`src/gdda_pkg.sv`:
```
// ----------------------------------------------------------------------------
// gdda_pkg
// Types and constants shared by the grid DDA ray caster modules.
// ----------------------------------------------------------------------------
package gdda_pkg;

	localparam int DIR_FRAC = 14;
	localparam int DIST_W = 17;
	localparam logic [DIST_W-1:0] DIST_MAX = 17'h1FFFF;

	typedef enum logic {
		OP_WRITE = 1'b0,
		OP_CAST  = 1'b1
	} op_t;

	typedef struct packed {
		logic               op;
		logic [5:0]         cell_x;
		logic [5:0]         cell_y;
		logic               cell_wall;
		logic [15:0]        origin_x;
		logic [15:0]        origin_y;
		logic signed [15:0] dir_x;
		logic signed [15:0] dir_y;
	} request_t;

	typedef struct packed {
		logic [DIST_W-1:0] distance;
		logic              hit_side;
		logic [5:0]        hit_x;
		logic [5:0]        hit_y;
		logic              escaped;
	} result_t;

	typedef enum logic [1:0] {
		EMIT_NONE   = 2'd0,
		EMIT_ORIGIN = 2'd1,
		EMIT_HIT    = 2'd2,
		EMIT_ESC    = 2'd3
	} emit_t;

	typedef struct packed {
		logic  clear;
		logic  write;
		logic  load;
		logic  div;
		logic  mul_x;
		logic  mul_y;
		logic  advance;
		emit_t emit;
	} cmd_t;

	typedef struct packed {
		logic clear_last;
		logic div_last;
		logic origin_out;
		logic wall_hit;
		logic leaving;
	} status_t;

endpackage

```
`src/gdda_ctrl.sv`:
```
// ----------------------------------------------------------------------------
// gdda_ctrl
// Sequencer for map clearing, cell writes, divisions, multiplies and DDA steps.
// ----------------------------------------------------------------------------
module gdda_ctrl (
	input  logic             clk,
	input  logic             arst_n,
	input  logic             start,
	input  logic             op,
	input  gdda_pkg::status_t st,
	output gdda_pkg::cmd_t   cmd,
	output logic             busy
);

	typedef enum logic [2:0] {
		ST_CLEAR,
		ST_IDLE,
		ST_DIV,
		ST_MULX,
		ST_MULY,
		ST_STEP
	} state_t;

	state_t state_q, state_d;
	logic   busy_q;

	always_comb begin
		cmd = '0;
		cmd.emit = gdda_pkg::EMIT_NONE;
		state_d = state_q;
		case (state_q)
			ST_CLEAR: begin
				cmd.clear = 1'b1;
				if (st.clear_last) begin
					state_d = ST_IDLE;
				end
			end
			ST_IDLE: begin
				if (start) begin
					if (op == gdda_pkg::OP_CAST) begin
						cmd.load = 1'b1;
						state_d = ST_DIV;
					end else begin
						cmd.write = 1'b1;
					end
				end
			end
			ST_DIV: begin
				if (st.origin_out) begin
					cmd.emit = gdda_pkg::EMIT_ORIGIN;
					state_d = ST_IDLE;
				end else begin
					cmd.div = 1'b1;
					if (st.div_last) begin
						state_d = ST_MULX;
					end
				end
			end
			ST_MULX: begin
				cmd.mul_x = 1'b1;
				state_d = ST_MULY;
			end
			ST_MULY: begin
				cmd.mul_y = 1'b1;
				state_d = ST_STEP;
			end
			ST_STEP: begin
				if (st.wall_hit) begin
					cmd.emit = gdda_pkg::EMIT_HIT;
					state_d = ST_IDLE;
				end else if (st.leaving) begin
					cmd.emit = gdda_pkg::EMIT_ESC;
					state_d = ST_IDLE;
				end else begin
					cmd.advance = 1'b1;
				end
			end
			default: begin
				state_d = ST_IDLE;
			end
		endcase
	end

	always_ff @(posedge clk or negedge arst_n) begin
		if (!arst_n) begin
			state_q <= ST_CLEAR;
			busy_q <= 1'b1;
		end else begin
			state_q <= state_d;
			busy_q <= (state_d != ST_IDLE);
		end
	end

	assign busy = busy_q;

endmodule

```
`config.mk`:
```
export PLATFORM = sky130hd
export DESIGN_NAME = gdda_ctrl
export DESIGN_NICKNAME = d
export VERILOG_FILES = /design/src/gdda_pkg.sv /design/src/gdda_ctrl.sv
export SDC_FILE = /design/constraint.sdc
export NUM_CORES = 1
export LEC_CHECK = 0
export BUFFER_PORTS_ARGS = -buffer_cell sky130_fd_sc_hd__buf_2
export CORE_AREA = 2 2 39 41
export DETAILED_ROUTE_END_ITERATION = 7
export DIE_AREA = 0 0 41 43
export PLACE_DENSITY = 0.56
export SYNTH_ARGS = -nofsm -noshare
export SYNTH_HDL_FRONTEND = slang
export SYNTH_SLANG_ARGS = --single-unit
```
`constraint.sdc`:
```
create_clock -name clk -period 1.27 [get_ports clk]
set_input_delay 0.1905 -clock clk [delete_from_list [all_inputs] [get_ports clk]]
set_output_delay 0.1905 -clock clk [all_outputs]
set_load 0.005 [all_outputs]
```
==> results of run 1 <==
==> per-layer routing <==
layer	vias to the layer above	track usage	share of wire
li1	180	-	-
met4	0	0.120	0
met2	13	0.181	0.53
met1	160	0.137	0.39
met3	0	0.0366	0.070
met5	-	0	0
==> layout make-up <==
| type | count | area, um^2 | area share |
|---|---|---|---|
| Multi-Input combinational cell | 28 | 208 | 0.401 |
| Timing Repair Buffer | 24 | 156 | 0.302 |
| Sequential cell | 4 | 104 | 0.200 |
| Clock buffer | 4 | 26.3 | 0.0507 |
| Tap cell | 16 | 20.0 | 0.0386 |
| Inverter | 1 | 3.75 | 0.00725 |
==> cells in the mapped netlist <==
| library cell | count |
|---|---|
| nand4b_1 | 1 |
| dfrtp_1 | 3 |
| o221ai_2 | 1 |
| inv_1 | 1 |
| and3b_1 | 1 |
| o21ai_0 | 2 |
| and2b_2 | 1 |
| nand2_1 | 2 |
| and4_1 | 1 |
| o21bai_1 | 1 |
| buf_6 | 2 |
| a21o_1 | 1 |
| or3b_1 | 2 |
| nor2_1 | 5 |
| and2b_1 | 1 |
| a21oi_1 | 1 |
| dfstp_2 | 1 |
| nand2b_1 | 2 |
| and3_1 | 1 |
| and4bb_2 | 1 |
| nor3_1 | 3 |
| nand3_1 | 1 |
==> final timing paths <==
kind	start	end	cells after the start
max	state_q[0]	cmd[7]	3
min	st[3]	state_q[0]	3
max reg2reg	state_q[0]	busy	4
min reg2reg	state_q[2]	state_q[1]	2
max in group asynchronous	arst_n	busy	2
min in group asynchronous	arst_n	state_q[0]	2
==> stage by stage <==
step           instances  hold WS, ns  worst slack (ns)  TNS, ns
6_report              77        0.270            -0.132   -0.732
5_1_grt               77        0.292            -0.191    -1.29
4_1_cts               77        0.264            -0.141   -0.935
3_5_place_dp          70    -0.000557           -0.0441  -0.0441
3_3_place_gp          70     -0.00215           -0.0390  -0.0390
2_1_floorplan         35       -0.105            0.0192        0
==> worst max-delay path: stages (launching register included) <==
cell and delay (ns):
dfrtp_2 0.44, and2b_2 0.21, and4bb_2 0.21, buf_2 0.12
==> where the power goes <==
| part | internal [mW] | switching (mW) | total, mW | leakage [nW] |
|---|---|---|---|---|
| clock network | 0.118 | 0.0589 | 0.177 | 0.0150 |
| logic | 0.340 | 0.269 | 0.609 | 0.199 |
| registers | 0.202 | 0.0559 | 0.258 | 0.0458 |
| total | 0.660 | 0.384 | 1.04 | 0.260 |
==> flip-flops by register name, indices dropped and copies added (netlist names) <==
name and count:
state_q 3, busy 1
==> cells by family (layout without fill, tap and decap cells) <==
kind of cell | after synthesis | after routing | share of synthesized area
buffers and inverters | 3 | 29 | 0.0847
AND/OR/NAND/NOR | 22 | 22 | 0.444
flip-flops | 4 | 4 | 0.327
AO/OA/AOI/OAI | 6 | 6 | 0.145
==> what timing repair did <==
action | 4_1_cts | 5_1_grt
setup endpoints to repair | 10 | 11
setup buffers | 2 | 0
endpoints found under the hold margin | 4 | 0
resized for setup | 14 | 1
hold buffers | 1 | 0
pin swaps | 5 | 2
==> results summary, run 1 <==
The slew at the pin closest to its max-slew limit came out at 0.186 ns. The area of all placed cells without fillers came out at 518 um^2. The maximum number of pins on one net before global-route repair is 7. TritonCTS built the clock tree. The total global routing track utilization is 0.126. The first global-routing pass estimated 1430 um of wire. The average cell area after synthesis came out at 8.87 um^2.

The setup-violating endpoint count in the final report is 9. The first routing iteration left 2 violations. The DRC violation count after routing is 0. The number of iterations in the first detailed-routing pass came out at 4. The distinct cell type count of the synthesized netlist is 22. The antenna diode instance count is 0. Once routing completed, OpenROAD measured the worst setup slack at -0.132 ns.

The share of the cycle needed by the critical path after routing came out at 1.10. The flow ran to the end, but the final reports show violations. In this run the worst path has a maximum fanout of 6. Measured along the x axis, the die boundary spans 41 um. The routability congestion estimate from global placement came out at 0.730. The initial utilization of the core area, before any placement, comes to 0.224. The via count of the first global-routing pass is 358. The total via count after detailed routing is 353. After synthesis the netlist holds a flip-flop and latch count of 4.

Of the synthesized area, sequential elements account for 0.327. The cell taking the most area after synthesis is dfrtp_1. The number of nets produced by synthesis came out at 44. The clock passes through at most 2 buffers. The global route total overflow came out at 0. The number of clock sinks seen by CTS came out at 4. The required time of the critical path came out at 1.08 ns. The layout overhead on the synthesized area is 66.9%. The worst register-to-register path has a setup slack of -0.09 ns. The cell area after placement is 420 um^2. The area fraction of the dominant cell type after synthesis came out at 0.242. The library cell used most frequently in the layout, excluding fill and tap cells, is buf_2. The die is 43 um tall. In the layout the commonest cells are buf_2 (18), buf_6 (5), nor2_1 (4). The tool flagged a number of max-cap violations equal to 0. The utilization after layout is 0.374. The row count came out at 14.

For this design the static power due to leakage is 0.260 nW. Synthesis produced 35 cells. The worst pin sits at a relative slew slack of 0.876. After clock tree synthesis, the clock-pin slew on the worst setup and hold paths is 0.04 ns.

The detailed-route vias per instance is 4.58. In this run the tool buffered the top-level ports with 18 buffer cells. Clock latency on the worst-skew pair, taken at its later pin, is 0.24 ns. The area of the die is 0.00176 mm^2. In the final routed layout, each cell accounts on average for 10.6 um. The critical path arrival is 1.21 ns. The number of filler instances in the final layout came out at 151. The post-route antenna net violation count is 0. The fraction of layout instances using a drive strength above 1 came out at 0.623. The number of warnings reported in the yosys synthesis log is 0. The overall power of the completed layout came out at 1.04 mW.

The post-DP HPWL came out at 588 um. The number of max-slew violations in the final report is 0. The final reports fail on setup timing. The timing-limited maximum frequency is 713 MHz.

The critical path in this run is classified as register to output pin. The tree is rooted in a clkbuf_4. The number of nets at the end of the flow came out at 71. The minimum clock period after layout came out at 1.40 ns.

The final hold violation count is 0. The power density of the placed cells is 2020 mW/mm^2. The initial antenna violation count is 0. The number of CTS-inserted buffers came out at 3. The kind of start point of the critical path is a register. The placeable core region is 0.00138 mm^2.

The total number of H-tree levels came out at 1. In the post-synthesis netlist, the biggest area contributors are dfrtp_1 (24%), dfstp_2 (8.5%), buf_6 (7.3%). Across the routed clock network, the largest skew measured is 0.00661 ns. The aggregate routed wire length came out at 819 um.

After synthesis the cells add up to 310 um^2. The number of top-level design ports is 19. Setup repair after global routing could not meet its margin everywhere.

IR analysis of the VDD net gives a maximum drop of 0.000697 V. The type of the tightest min-delay check is primary input to register. STA classifies the critical path endpoint as an output pin.
Power figures use the tool's default switching activity.
==> run 2: changes to the inputs <==
--- a/config.mk
+++ b/config.mk
@@ -5,11 +5,12 @@
 export SDC_FILE = /design/constraint.sdc
 export NUM_CORES = 1
 export LEC_CHECK = 0
+export ABC_AREA = 1
 export BUFFER_PORTS_ARGS = -buffer_cell sky130_fd_sc_hd__buf_2
-export CORE_AREA = 2 2 39 41
+export CORE_AREA = 4 4 41 43
 export DETAILED_ROUTE_END_ITERATION = 7
-export DIE_AREA = 0 0 41 43
-export PLACE_DENSITY = 0.56
+export DIE_AREA = 0 0 45 47
+export PLACE_DENSITY = 0.52
 export SYNTH_ARGS = -nofsm -noshare
 export SYNTH_HDL_FRONTEND = slang
 export SYNTH_SLANG_ARGS = --single-unit
==> run 2 against run 1 <==
The run still ends with setup timing left; setup slack better by 0.038 ns; critical path depth up 1; power up 1.3%; fmax up 2.8%; cell count up 9.1%; first-iteration DRC count down 100%; synthesized area down 15%; sequential power up 19%; clock power about the same; utilization up 2.4 points; combinational power down 5.6%; synthesized cell count up 17%; critical endpoint unchanged.
==> results summary, run 2 <==
The flow ran to the end, but the final reports show violations. The checks that failed: setup timing. The clock tree from TritonCTS is yes. The number of nets at the end of the flow came out at 79 (+11%). Ranked by instance count, the synthesized netlist is headed by inv_1 (10), nand3_1 (8), nand2_1 (6), nor2_1 (6), dfrtp_1 (3). The most critical setup path has its startpoint at state_q[1]. The worst clock skew came out at 0.00821 ns (+0.00161 ns).

The number of instances in the synthesized netlist came out at 41 (+17%). The final setup slack of the worst path came to -0.0948 ns (+0.0376 ns). The initial cell density of the core came out at 0.202 (-0.0223).

The number of cell instances on the worst register-to-register path is 7 (+3). The post-DP HPWL came to 592 um (+0.68%). The fraction of registers with async set or reset after synthesis was 1.00 (unchanged). The routed length per placed instance is 10.4 um (-2.5%). The number of warnings reported in the yosys synthesis log is 0 (unchanged). The number of top-level design ports is 19 (unchanged). The number of stages on the worst hold path is 3 (unchanged).

The kind of cell with the highest combined delay along the critical path is flip-flops. The fraction of layout instances using a drive strength above 1 is 0.609 (-0.0143). The area of the die came to 0.00212 mm^2 (+20%). The area fraction of the dominant cell type after synthesis is 0.286 (+0.0438).

The height of the die came out at 47 um (+9.3%). The most common cell in the synthesized netlist is inv_1. The area of all placed cells without fillers is 518 um^2 (unchanged). The required time of the critical path is 1.08 ns (about the same). The average cell area after synthesis is 6.41 um^2 (-28%). The global route total overflow came to 0 (unchanged).

The final hold violation count came out at 0 (unchanged). The critical path's largest stage delay came to 0.46 ns (+0.02 ns). The utilization after layout came out at 0.398 (+0.0238). The clock transition at the registers of the reported paths is 0.04 ns (about the same). The worst setup path is of the register to output pin kind.

The distinct cell type count of the synthesized netlist came out at 12 (-45%). The worst hold path belongs to the class primary input to register. The largest fanout on the critical path is 5 (-1). The slew at the pin closest to its max-slew limit is 0.191 ns (+0.00505 ns). The fraction of the yosys area taken by sequential cells came to 0.386 (+0.0591).

The highest ir drop seen on vdd is 0.000859 V (+23%). The antenna diode instance count came to 0 (unchanged). The number of clock sinks seen by CTS came to 4 (unchanged). The worst hold path begins at st[4]. The routability congestion estimate from global placement came out at 0.663 (-9.2%).

The row count is 13 (-1). The maximum number of pins on one net before global-route repair came out at 8 (+1). The number of nets produced by synthesis is 50 (+14%). The number of storage elements in the synthesis netlist came out at 4 (unchanged). The number of buffers and inverters on the critical path is 2 (+1). The leakage power total came out at 0.301 nW (+16%). The via count of the first global-routing pass came out at 323 (-9.8%). The clock tree root driver cell is clkbuf_4. The aggregate negative setup slack came to -0.354 ns (+0.378 ns). The critical path arrival is 1.17 ns (-0.04 ns). The total via count after detailed routing was 351 (-0.57%). STA classifies the critical path endpoint as an output pin. The flip-flop count of the largest register, all copies and words added came out at 3 (unchanged). The share of the cycle needed by the critical path after routing is 1.07 (-0.0296). Yosys attributes the largest share of cell area to dfrtp_1 (29%), nand3_1 (15%), inv_1 (14%). The post-place setup slack came out at 0.124 ns (+0.168 ns). The number of port buffers was 18 (unchanged). The first-iteration detailed-routing DRC count is 0 (-2).

The minimum clock period after layout came to 1.36 ns (-0.0376 ns). Ranked by flip-flop count, first place goes to state_q. The DRC violation count after routing is 0 (unchanged). The initial antenna violation count was 0 (unchanged). The chip width came to 45 um (+9.8%). STA classifies the critical path startpoint as a register. The total global routing track utilization came out at 0.0810 (-0.0451). The number of max-slew violations in the final report was 0 (unchanged). The cell with the biggest individual delay on the critical path is dfrtp_2. Relative to the synthesized area, the layout overhead comes to 97.1%. The wire length of the first global-routing pass came out at 1210 um (-15%). The number of gates on the worst path with buffers counted came out at 4 (+1). The power density of the placed cells is 2040 mW/mm^2 (+1.3%). The timing-limited maximum frequency came out at 733 MHz (+2.8%).

The number of iterations in the first detailed-routing pass came out at 1 (-3). The library cells used most frequently in the layout, excluding fill and tap cells, are buf_2 (18), inv_1 (8), nand2_1 (6). The number of enable-type register cells in the synthesized netlist is 0 (unchanged). The aggregate routed wire length came out at 871 um (+6.3%). The synthesized area came out at 263 um^2 (-15%). The post-route antenna net violation count is 0 (unchanged). The number of CTS-inserted buffers is 3 (unchanged).

The source-to-sink clock delay at the later pin of the worst-skew pair was 0.24 ns (about the same). The maximum buffer depth of the clock tree came out at 2 (unchanged). The worst slew margin relative to its limit is 0.873 (-0.00311). The most frequent standard cell in the layout excluding fill and tap cells is buf_2. The critical path goes through inv_4, nand3_4, nor3b_2, buf_2.

Setup repair after global routing could not meet its margin everywhere. The number of max-cap violations is 0 (unchanged). The detailed-route vias per instance came out at 4.18 (-8.9%). The setup-violating endpoint count in the final report is 7 (-2). The total number of H-tree levels is 1 (unchanged). The most common flop cell mapped by yosys is dfrtp_1. The cell area after placement came out at 372 um^2 (-12%). The placeable core region is 0.00130 mm^2 (-6.0%). In this run the critical register-to-register path is launched from state_q[0]. The synthesized design spends more area on one cell type than any other, namely dfrtp_1.
## run 2: cell types whose count changed after synthesis, sizes merged, moves of 2 or more
cell / before / now
buf: 2 / 0
inv: 1 / 11
nor3: 3 / 1
nand2b: 2 / 0
nor2: 5 / 7
or3b: 2 / 0
o21ai: 2 / 0
nand2: 2 / 6
nand3: 1 / 8
and2b: 2 / 0
## run 2: kinds of logic after synthesis
logic type / count (synthesis) / share of synthesized area
AND/OR/NAND/NOR: 23 / 0.395
AO/OA/AOI/OAI: 3 / 0.0619
flip-flops: 4 / 0.386
buffers and inverters: 11 / 0.157
## run 2: per-stage QoR
step / instances / power (mW) / hold WS (ns)
after floorplan: 41 / 0.485 / -0.105
after global placement: 74 / 0.641 / -0.000727
after detailed placement: 74 / 0.635 / -0.000563
after CTS: 82 / 0.907 / 0.217
after global routing: 84 / 1.14 / 0.238
final: 84 / 1.06 / 0.214
## run 2: metal layers
metal	GRT usage	part of all wire	vias to the layer above
li1	-	-	183
met1	0.0760	0.32	156
met2	0.144	0.58	12
met3	0.0230	0.092	0
met4	0.0702	0	0
met5	0	0	-
## run 2: where the power goes
part / total [mW] / leakage (nW) / switching [mW] / internal, mW
clock: 0.175 / 0.0150 / 0.0570 / 0.118
combinational: 0.575 / 0.241 / 0.306 / 0.269
sequential: 0.307 / 0.0448 / 0.0986 / 0.209
## run 2: worst paths after layout
kind / endpoint / slack [ns]
worst max-delay path: cmd[7] / -0.09
worst min-delay path: state_q[0] / 0.21
worst max register to register: busy / 0.06
worst min register to register: state_q[0] / 0.66
max in group asynchronous: busy / 0.78
min in group asynchronous: state_q[0] / 0.28
## run 2: timing repair
action	CTS	global route
pin swaps	0	2
endpoints found under the hold margin	4	0
resized for setup	7	12
setup endpoints to repair	6	8
setup buffers	3	2
hold buffers	1	0
## run 2: worst min-delay path, stage by stage
cell and delay [ns]:
buf_2 0.08, a21oi_1 0.06, nand3_1 0.08
## run 2: area by class of cell
| class | instances | area [um^2] |
|---|---|---|
| inverters | 11 | 43.8 |
| flip-flops and latches | 4 | 105 |
| fillers | 150 | 783 |
| repair buffers | 24 | 138 |
| clock buffers | 4 | 26.3 |
| well taps | 15 | 18.8 |
| multi-input cells | 26 | 186 |
==> run 3: changes to the inputs <==
--- a/config.mk
+++ b/config.mk
@@ -5,12 +5,11 @@
 export SDC_FILE = /design/constraint.sdc
 export NUM_CORES = 1
 export LEC_CHECK = 0
-export ABC_AREA = 1
 export BUFFER_PORTS_ARGS = -buffer_cell sky130_fd_sc_hd__buf_2
 export CORE_AREA = 4 4 41 43
 export DETAILED_ROUTE_END_ITERATION = 7
 export DIE_AREA = 0 0 45 47
-export PLACE_DENSITY = 0.52
+export PLACE_DENSITY = 0.56
 export SYNTH_ARGS = -nofsm -noshare
 export SYNTH_HDL_FRONTEND = slang
 export SYNTH_SLANG_ARGS = --single-unit
==> run 3 against run 2 <==
The flow still finishes with violations (setup timing); via count up 0.85%; wire length shrank 3.6%; sequential share of layout area down 0.85 points; critical path type unchanged; highest routed layer unchanged.
==> results summary, run 3 (same netlist as run 1, synthesis figures left out) <==
The number of cell instances on the worst register-to-register path came to 4 (-3). The area of the die came to 0.00212 mm^2 (unchanged). The number of max-slew violations in the final report came out at 0 (unchanged). The critical path ends at cmd[8]. The signal on the critical path passes through buf_4, buf_6, nor3_2, buf_2. The global route total overflow came out at 0 (unchanged).

The layout overhead on the synthesized area came out at 72.2%. The number of iterations in the first detailed-routing pass is 2 (+1). The final reports fail on setup timing. STA classifies the critical path startpoint as a register.

The flip-flop count of the largest register, all copies and words added is 3 (unchanged). The number of max-cap violations is 0 (unchanged). The initial cell density of the core came out at 0.238 (+0.0365). The routed length per placed instance came out at 10.9 um (+5.2%).

The number of CTS-inserted buffers came to 3 (unchanged). The critical path capture point type is an output pin. The worst slew margin relative to its limit is 0.894 (+0.0212). The row count came to 13 (unchanged). The routability congestion estimate from global placement is 0.716 (+7.9%). The leakage power total came out at 0.267 nW (-11%). The chip width is 45 um (unchanged). The total via count after detailed routing was 354 (+0.85%). The final setup slack of the worst path is -0.152 ns (-0.0567 ns). In this run the critical register-to-register path is captured at busy. The aggregate routed wire length came out at 840 um (-3.6%). The placeable core region is 0.00130 mm^2 (unchanged). The critical path arrival came out at 1.23 ns (+0.06 ns). TritonCTS built the clock tree. The largest fanout on the critical path came to 8 (+3). Setup repair after global routing could not meet its margin everywhere. The first-iteration detailed-routing DRC count is 1 (+1). The type of the worst setup path is register to output pin. The maximum number of pins on one net before global-route repair came out at 9 (+1). The post-DP HPWL came out at 630 um (+6.5%). The slack of the worst reg-to-reg path is -0.06 ns (-0.12 ns).

Leaving out fill and tap cells, the most frequent cell in the layout is buf_2. The share of the cycle needed by the critical path after routing is 1.12 (+0.0447). The final hold violation count came to 0 (unchanged). The maximum buffer depth of the clock tree is 2 (unchanged). The slowest stage of the critical path is the dfrtp_2 cell. The power density of the placed cells was 2030 mW/mm^2 (-0.81%). The post-route antenna net violation count came out at 0 (unchanged). The clock transition at the registers of the reported paths came to 0.04 ns (about the same). CTS placed an instance of clkbuf_4 at the clock tree root.

The critical path's largest stage delay is 0.44 ns (-0.02 ns). The slew at the pin closest to its max-slew limit is 0.159 ns (-0.0318 ns). The timing-limited maximum frequency came out at 703 MHz (-4.0%). The flow ran to the end, but the final reports show violations. The required time of the critical path came to 1.08 ns (about the same). The source-to-sink clock delay at the later pin of the worst-skew pair is 0.24 ns (about the same). The number of buffers and inverters on the critical path is 3 (+1). In this run the worst setup path begins at state_q[1].

The height of the die is 47 um (unchanged). The total number of H-tree levels is 1 (unchanged). The startpoint of the most critical register-to-register path is state_q[0].

The antenna diode instance count is 0 (unchanged). The worst clock skew is 0.00417 ns (-0.00405 ns). The detailed-route vias per instance came out at 4.60 (+10%). The number of clock sinks seen by CTS is 4 (unchanged). The worst hold path belongs to the class primary input to register.

The kind of cell with the highest combined delay along the critical path is flip-flops. The number of port buffers is 18 (unchanged). The via count of the first global-routing pass came out at 358 (+11%). The initial antenna violation count came out at 0 (unchanged).

The fraction of layout instances using a drive strength above 1 is 0.661 (+0.0526). The register with the most flip-flops is state_q. The setup-violating endpoint count in the final report is 10 (+3). In the layout the commonest cells are buf_2 (18), nor2_1 (4), buf_6 (4). The minimum clock period after layout came to 1.42 ns (+0.0567 ns). The wire length of the first global-routing pass came out at 1430 um (+18%). The number of nets at the end of the flow is 72 (-8.9%).

The number of top-level design ports came out at 19 (unchanged). The highest ir drop seen on vdd was 0.00105 V (+22%). The total global routing track utilization is 0.0934 (+0.0125). The number of gates on the worst path with buffers counted came to 4 (unchanged).

The overall power of the completed layout is 1.08 mW (+2.3%). The DRC violation count after routing came out at 0 (unchanged). The utilization after layout came to 0.411 (+0.0125).
==> run 3: final cells by class <==
class | instances | area, um^2
fillers | 154 | 767
multi-input cells | 28 | 221
repair buffers | 25 | 160
flip-flops and latches | 4 | 104
clock buffers | 4 | 26.3
well taps | 15 | 18.8
inverters | 1 | 3.75
==> run 3: per-stage QoR <==
step | std cells | instance area [um^2] | hold WS, ns | setup TNS, ns | setup slack, ns
floorplan | 35 | 310 | -0.105 | 0 | 0.0192
global placement | 69 | 419 | -0.00259 | 0 | 0.00686
detailed placement | 69 | 419 | -0.000254 | 0 | 0.000263
CTS | 75 | 497 | 0.275 | -0.960 | -0.174
global route | 77 | 534 | 0.302 | -1.68 | -0.229
finish | 77 | 534 | 0.275 | -1.06 | -0.152
==> run 3: repair_timing <==
action                                  in CTS  in global routing
gates resized for setup                     11                  6
hold buffers                                 1                  0
pin swaps                                    7                  2
buffers inserted                             1                  2
endpoints found under the setup margin       9                 10
hold endpoints to repair                     4                  0
==> run 3: how the worst min path moves through the flow <==
stage | startpoint | end | slack, ns | cells after the start
6_report | start | state_q[1] | 0.28 | 3
5_1_grt | start | state_q[1] | 0.30 | 3
4_1_cts | start | state_q[1] | 0.27 | 3
3_5_place_dp | arst_n | state_q[2] | -0.0003 | 1
3_3_place_gp | arst_n | state_q[2] | -0.003 | 1
2_1_floorplan | arst_n | state_q[0] | -0.11 | 0
==> run 3: routing by layer <==
layer	GRT usage	part of all wire	vias up
met3	0.0345	0.082	0
met2	0.164	0.54	14
li1	-	-	180
met4	0.0526	0	0
met1	0.0961	0.38	160
met5	0	0	-
==> run 3: worst min-delay path: stages <==
cell	delay (ns)
buf_2	0.11
nand4b_1	0.11
a21oi_2	0.06
==> run 3: power breakdown <==
part | internal (mW) | switching (mW) | total, mW
logic | 0.359 | 0.289 | 0.649
clock network | 0.118 | 0.0605 | 0.179
registers | 0.202 | 0.0526 | 0.255
